**src/hw/rtl/lg_pkg.sv**
```systemverilog
// ============================================================================
// lg_pkg: shared types and constants for the life automaton grid
// Grid geometry, item kinds, the row cell control word and the B3/S23
// next-row function used by every row cell.
// ============================================================================
package lg_pkg;

   localparam int GRID_COLUMNS = 64;   // 3 .. 64
   localparam int GRID_ROWS    = 16;   // 3 .. 16

   localparam int ROW_IDX_W = $clog2(GRID_ROWS);
   localparam int COL_IDX_W = $clog2(GRID_COLUMNS);

   localparam int KIND_W   = 2;
   localparam int COORD_W  = 8;
   localparam int ROW_NUM_W = 4;
   localparam int ROW_OUT_W = 64;

   typedef enum logic [KIND_W-1:0] {
      KIND_CLEAR = 2'd0,
      KIND_KILL  = 2'd1,
      KIND_SPAWN = 2'd2,
      KIND_STEP  = 2'd3
   } kind_type;

   typedef logic [GRID_COLUMNS-1:0] row_type;

   // Broadcast to every row cell; kill/spawn act only in the selected cell.
   typedef struct packed {
      logic clear;
      logic step;
      logic shift;
      logic kill;
      logic spawn;
   } cell_ctrl_type;

   // Next generation of one row from the rows above and below.
   // Out-of-grid neighbors are dead: the rows are padded with a zero on
   // each side, and missing rows come in as zero.
   function automatic row_type life_row(input row_type above,
                                        input row_type mid,
                                        input row_type below);
      logic [GRID_COLUMNS+1:0] a;
      logic [GRID_COLUMNS+1:0] m;
      logic [GRID_COLUMNS+1:0] b;
      row_type                 nxt;
      logic [3:0]              n;
      a = {1'b0, above, 1'b0};
      m = {1'b0, mid, 1'b0};
      b = {1'b0, below, 1'b0};
      nxt = '0;
      for (int x = 0; x < GRID_COLUMNS; x++) begin
         n = 4'(a[x]) + 4'(a[x+1]) + 4'(a[x+2])
           + 4'(m[x]) + 4'(m[x+2])
           + 4'(b[x]) + 4'(b[x+1]) + 4'(b[x+2]);
         nxt[x] = (n == 4'd3) || (m[x+1] && (n == 4'd2));
      end
      return nxt;
   endfunction

endpackage

```
**src/hw/rtl/lg_row_cell.sv**
```systemverilog
// ============================================================================
// lg_row_cell: one grid row of the life automaton
// Holds one row; clears, edits one cell, steps one generation from its
// neighbor rows, or takes the row of the next cell during the dump.
// ============================================================================
module lg_row_cell import lg_pkg::*; (
   input  logic          clock,
   input  logic          reset,
   input  cell_ctrl_type ctrl,
   input  logic          sel,
   input  row_type       edit_mask,
   input  row_type       above,
   input  row_type       below,
   input  row_type       shift_in,
   output row_type       row
);

   row_type row_ff;
   row_type row_in;

   always_comb begin
      row_in = row_ff;
      if (ctrl.clear) begin
         row_in = '0;
      end else if (ctrl.step) begin
         row_in = life_row(above, row_ff, below);
      end else if (ctrl.shift) begin
         row_in = shift_in;
      end else if (sel && ctrl.spawn) begin
         row_in = row_ff | edit_mask;
      end else if (sel && ctrl.kill) begin
         row_in = row_ff & ~edit_mask;
      end
   end

   always_ff @(posedge clock) begin
      if (reset) begin
         row_ff <= '0;
      end else begin
         row_ff <= row_in;
      end
   end

   assign row = row_ff;

endmodule

```
**config.mk**
```make
export PLATFORM = sky130hd
export DESIGN_NAME = lg_row_cell
export DESIGN_NICKNAME = d
export VERILOG_FILES = /design/src/hw/rtl/lg_pkg.sv /design/src/hw/rtl/lg_row_cell.sv
export SDC_FILE = /design/constraint.sdc
export NUM_CORES = 1
export LEC_CHECK = 0
export BUFFER_PORTS_ARGS = -buffer_cell sky130_fd_sc_hd__buf_2
export CAP_MARGIN = 20
export CORE_MARGIN = 4
export CORE_UTILIZATION = 45
export DETAILED_ROUTE_END_ITERATION = 12
export GPL_TIMING_DRIVEN = 0
export PLACE_DENSITY = 0.76
export SYNTH_ARGS = -nofsm -noshare
export SYNTH_HDL_FRONTEND = slang
export SYNTH_SLANG_ARGS = --single-unit
```
**constraint.sdc**
```tcl
create_clock -name clock -period 3.9 [get_ports clock]
set_input_delay 0 -clock clock [delete_from_list [all_inputs] [get_ports clock]]
set_output_delay 0 -clock clock [all_outputs]
set_load 0.03 [all_outputs]
```
; After elaboration in Yosys (flattened, before gate mapping)
; Cells that the tools add are included.
[classes]
addsub = 441
bitwise = 3
eq_ne = 128
reduce_logical = 132
mux = 4
[op_table]
columns = operator, n
row1 = 4-bit by 1-bit adder with 4-bit output, 252
row2 = "4-bit by 2-bit equality test with 1-bit output, second input constant", 128
row3 = 64-bit two-way mux, 4
row4 = 3-bit by 1-bit adder with 4-bit output, 63
row5 = 2-bit by 1-bit adder with 3-bit output, 63
row6 = 1-bit by 1-bit adder with 2-bit output, 63
row7 = 1-bit logical AND, 66
row8 = 64-bit bitwise AND, 1
row9 = 1-bit logical OR, 64
row10 = 64-bit inverter, 1
row11 = 64-bit OR, 1
row12 = 4-bit nonzero test, 1
row13 = 2-bit OR reduction, 1
[totals]
ff_bits = 64
elab_cells = 709
inputBits = 264
output_inout_bits = 64

; Longest topological paths before layout
; Gate-level depths: netlist (run 1).
[logic_depth]
word_depth = 11
depth_mapped = 11
mapped_depth_nobuf = 11

; Worst setup path before layout (run 1)
; No wires, ideal clock.
[synth_timing]
kind = register to register
start = register (tool-made name)
end = register (tool-made name)
stages_incl_launch_ff = 11
setup_slack_ns = 0.750
synth_period_minus_slack_ns = 3.150
required_time_ns = 3.830
arrival_ns = 3.080
n_path_buf = 0
setup_ns = 0.070
cell_sequence = dfxtp_1 -> inv_1 -> fa_1 -> fa_1 -> inv_1 -> ha_1 -> fa_1 -> o211ai_1 -> a2111oi_1 -> a221oi_2 -> a21oi_1

==> metrics.txt, run 1 <==
status=finished clean; Nets=2671; worst path bufs/invs=3; max-slew violations=0; Die Y-Extent=187.7 µm; post-synthesis register bit count=64; clock-pin transition on the worst setup and hold timing paths=70 ps; share of flip-flops with an asynchronous set or reset=0%; flop2flop setup slack=390 ps; DRT Pass-1 Iters=5; CTS tree=done; initial core utilization=45.82%; cell taking the most area after synthesis=fa_1; Slowest-stage cell, CP=dlygate4sd3_1; FILL cells=2809; antenna-violating nets left=0; synth warn=0; Synthesized Nets=2259; multi-input combinational cell area=0.01124 mm²; first-pass GRT wire length=72.87 mm; Leak Pwr=9.433 nW; worst-margin pin slew=994.2 ps; post-synthesis area per instance=9.347 µm²; FF/Latch Area=0.001281 mm²; Hold Vio Cnt, Final=0; Setup Fix Bufs, Post-CTS=0; Via density=5.429; Max Cap Viol=0; die area=0.03524 mm²; crit path kind=register to register; CP startpoint kind=register; area growth from synthesis to layout=22.20%; Slew headroom=33.72%; Core Area=0.03172 mm²; GRT overflow=0; Iteration-0 DRC Markers=607; clock latency on the worst-skew pair=370 ps; power density cells=301.9 mW/mm²; most used cells in the layout excluding fill and tap cells=463 x inv_1, 336 x buf_2, 252 x fa_1; WL final=45.90 mm; Die W=187.7 µm; most used cell, CP=fa_1; vias=12910; synth unique cells=45; post-cts resize count=0; RSZ-0062 raised after global routing=false; share of the synthesized area in the top cell type=34.71%; design area=0.01776 mm²; Detail Placement HPWL=37.87 mm; largest net degree at the start of global routing=11; ys flop type=dfxtp_1; CP Capture Type=register; commonest non-fill, non-tap cell in the layout=inv_1; fmax=285.2 MHz; Hold Crit Class=input pin to register; clk root buf=clkbuf_16; crit-path max cell delay=580 ps; maximum vdd drop=0.2142 mV; WP data arrival=3820 ps; Final Cycle Share=89.90%; IO Pins=328; top post-synthesis cells by area=fa_1 35%, ha_1 16%, inv_1 12%, dfxtp_1 8.8%, mux2i_1 2.8%; Crit path required time=4210 ps; layout cell share with drive strength beyond 1=20.59%; H-tree Lvls=3; # setup viols final=0; initial antenna violation count=7; setup TNS=0 ps; final setup skew=8.984 ps; RePlAce Congestion=0.9533; Cell Chain, Critical Path=inv_1, fa_1, fa_1, inv_1, ha_1, fa_1, o22ai_1, o2111ai_1, a31oi_1, dlygate4sd3_1; sequential area share after synthesis=8.815%; CTS sink cnt=64; Row Count=65; post-layout util=56.00%; delay-heaviest family, CP=adder cells; Mapped Cells=1555; synthesized area=0.01453 mm²; GRT Overall Usage=26.29%; CP Max Fanout=5; Power Total=5.362 mW; I/O Buffers=326; Post-synth EDFFs=0; Residual DRC=0; Min Clock Period, post-route=3506 ps; vias in the first global route=14100; Max clock buf depth=2; WL per Instance=19.31 µm; DP Area=0.01667 mm²; CTS buffer count=9
metal layers:
metal	track usage [%]	share of wire, %
met1	32.28	40
met2	45.97	49
met3	4.821	7.3
met4	10.25	3.6
met5	0	0.076
area by class of cell:
cell class              instances  area share [%]
diodes                          3         0.04227
plain buffers                  44           1.550
clock buffers                  14           1.543
clock inverters                 2          0.3381
inverters                     463           9.785
multi-input cells             984           63.28
flip-flops and latches         64           7.214
well taps                     402           2.832
repair buffers                401           13.41
cells in the mapped netlist (15+ instances only):
library cell and n:
o2111ai_1 17, inv_1 463, nand2_1 50, nor3_1 21, ha_1 188, fa_1 252, dfxtp_1 64, and3_1 16
o211a_1 15, o211ai_1 35, a21oi_1 60, mux2i_1 40, a211o_1 40, nor2_1 27, nand3_1 20, a31oi_1 30
clkbuf_1 15, a221oi_2 21, nand3b_1 17, o21ai_0 17, a22oi_1 16
timing repair:
item / in CTS / in global routing
hold endpoints to repair: 56 / 0
hold buffers: 75 / 0
endpoints found under the setup margin: 0 / 0
cells by family after synthesis:
logic type	synth area share, %
buf+inv	13.85
flops	8.815
compound gates	17.23
mux	2.755
fa+ha+maj	50.90
simple gates	6.457
power breakdown:
part           internal, mW  switching (mW)
clock network         0.615           0.395
logic                  1.58            1.99
registers             0.709          0.0723
total                  2.90            2.46
final timing paths:
| check | startpoint | to | cells past startpoint |
|---|---|---|---|
| max | register | register | 10 |
| min | shift_in[58] | register | 4 |
| max reg2reg | register | register | 10 |
| min reg2reg | register | register | 2 |
tightest hold or removal path, cell delays in order:
cell,delay [ps]
buf_2,90
a32oi_1,50
o21ai_1,120
o21a_1,100
metrics by stage:
stage,worst slack (ps),hold slack [ps],cells
after floorplan,749.7,150.4,1555
after detailed placement,465.6,276.7,2283
after global placement,521.2,267.9,2283
after global routing,259.0,36.84,2376
final,394.0,18.83,2377
after CTS,433.2,1.987,2374
Note: power is estimated with default switching activity, not from simulation.
==> run 2: changes to the inputs <==
- CELL_PAD_IN_SITES_DETAIL_PLACEMENT: unset -> 1
- CELL_PAD_IN_SITES_GLOBAL_PLACEMENT: unset -> 2
- CORE_ASPECT_RATIO: unset -> 1.75
- CORE_UTILIZATION: 45 -> 35
- HOLD_SLACK_MARGIN: unset -> 0.08
- PLACE_DENSITY: 0.76 -> 0.92
==> metrics.txt, run 2 (same netlist as run 1, synthesis figures left out) <==
status=finished clean; maximum vdd drop=0.1743 mV; layout cell share with drive strength beyond 1=20.08%; area growth from synthesis to layout=26.55%; power density cells=294.7 mW/mm²; met3 WL=2.096 mm; WP data arrival=3730 ps; CTS tree=done; die area=0.04498 mm²; final setup skew=10.64 ps; FF/Latch Area=0.001281 mm²; crit path kind=register to register; clock latency on the worst-skew pair=370 ps; Hold Vio Cnt, Final=0; GRT Overall Usage=24.75%; CP Max Fanout=5; most used cells in the layout excluding fill and tap cells=463 x inv_1, 336 x buf_2, 252 x fa_1; largest net degree at the start of global routing=11; Slowest-stage cell, CP=dlygate4sd3_1; most used cell, CP=fa_1; CP Capture Type=register; initial antenna violation count=7; commonest non-fill, non-tap cell in the layout=inv_1; design area=0.01839 mm²; Crit path required time=4160 ps; Max clock buf depth=2; Via density=5.221; setup TNS=0 ps; WL final=55.69 mm; initial core utilization=35.49%; GRT overflow=0; fmax=288.3 MHz; CTS sink cnt=64; Min Clock Period, post-route=3469 ps; multi-input combinational cell area=0.01124 mm²; FILL cells=4883; flop2flop setup slack=430 ps; RePlAce Congestion=0.8835; clk root buf=clkbuf_16; H-tree Lvls=3; Cell Chain, Critical Path=inv_1, fa_1, fa_1, inv_1, ha_1, fa_1, nand2b_1, o2111ai_1, a21oi_1, o31a_1, dlygate4sd3_1; crit-path max cell delay=550 ps; Row Count=98; top layer in use=met5; vias in the first global route=16170; Hold Crit Class=input pin to register; wl on met1=19.33 mm; RSZ-0062 raised after global routing=false; Leak Pwr=9.625 nW; DP Area=0.01685 mm²; # setup viols final=0; clock-pin transition on the worst setup and hold timing paths=70 ps; Die Y-Extent=277.6 µm; max-slew violations=0; Final Cycle Share=88.95%; WL per Instance=21.60 µm; CP startpoint kind=register; Detail Placement HPWL=45.31 mm; DRT Pass-1 Iters=5; CTS buffer count=9; Die W=162.0 µm; worst-margin pin slew=1060 ps; Iteration-0 DRC Markers=570; antenna-violating nets left=0; Core Area=0.04095 mm²; IO Pins=328; routed wl met2=30.99 mm; I/O Buffers=326; Residual DRC=0; first-pass GRT wire length=85.65 mm; Max Cap Viol=0; Reg2Reg Depth=11; Slew headroom=29.35%; Nets=2721; vias=13460
run 2: worst min path at each step:
stage / start / to / slack (ps) / cells after the start
final: shift_in[24] / register / 110 / 4
after global routing: shift_in[41] / register / 140 / 4
after global placement: edit_mask[28] / register / 270 / 3
after detailed placement: edit_mask[25] / register / 280 / 3
after floorplan: edit_mask[1] / register / 150 / 2
after CTS: shift_in[24] / register / 80 / 4
run 2: metal layers:
| layer | GRT usage [%] | vias to the layer above |
|---|---|---|
| met1 | 24.33 | 6836 |
| met4 | 13.85 | 2 |
| met2 | 48.42 | 412 |
| met5 | 0 | - |
| met3 | 3.449 | 163 |
| li1 | - | 6048 |
run 2: final cells by class:
type	instances	area share, %
clock buffers	13	1.361
multi-input cells	984	61.11
plain buffers	44	1.497
inverters	463	9.449
flip-flops and latches	64	6.966
well taps	550	3.742
diodes	6	0.08163
clock inverters	3	0.09524
repair buffers	451	15.70
run 2: report_power, final:
group	switching (mW)	internal [mW]
clock	0.391	0.448
combinational	2.13	1.66
sequential	0.0760	0.709
total	2.60	2.82
run 2: worst max-delay path: cells and delay by family (launching register included):
family,cells,cell delay [ps]
fa+ha+maj,4,1570
buf+inv,3,700
compound gates,3,480
flops,1,430
simple gates,1,160
run 2: stage by stage:
| stage | cells | hold WS, ps | worst slack [ps] | util (%) | power [mW] |
|---|---|---|---|---|---|
| after floorplan | 1555 | 150.4 | 749.7 | - | 3.355 |
| after global placement | 2431 | 268.1 | 535.7 | 41.15 | 4.136 |
| after detailed placement | 2431 | 278.5 | 412.1 | 41.15 | 4.462 |
| after CTS | 2571 | 81.08 | 434.0 | 44.84 | 5.458 |
| after global routing | 2576 | 135.5 | 286.6 | 44.90 | 6.025 |
| final | 2578 | 110.0 | 430.8 | 44.91 | 5.421 |
run 2: timing repair:
item	CTS	global route
setup buffers	0	0
hold buffers	124	0
resized for setup	0	0
endpoints found under the hold margin	64	0
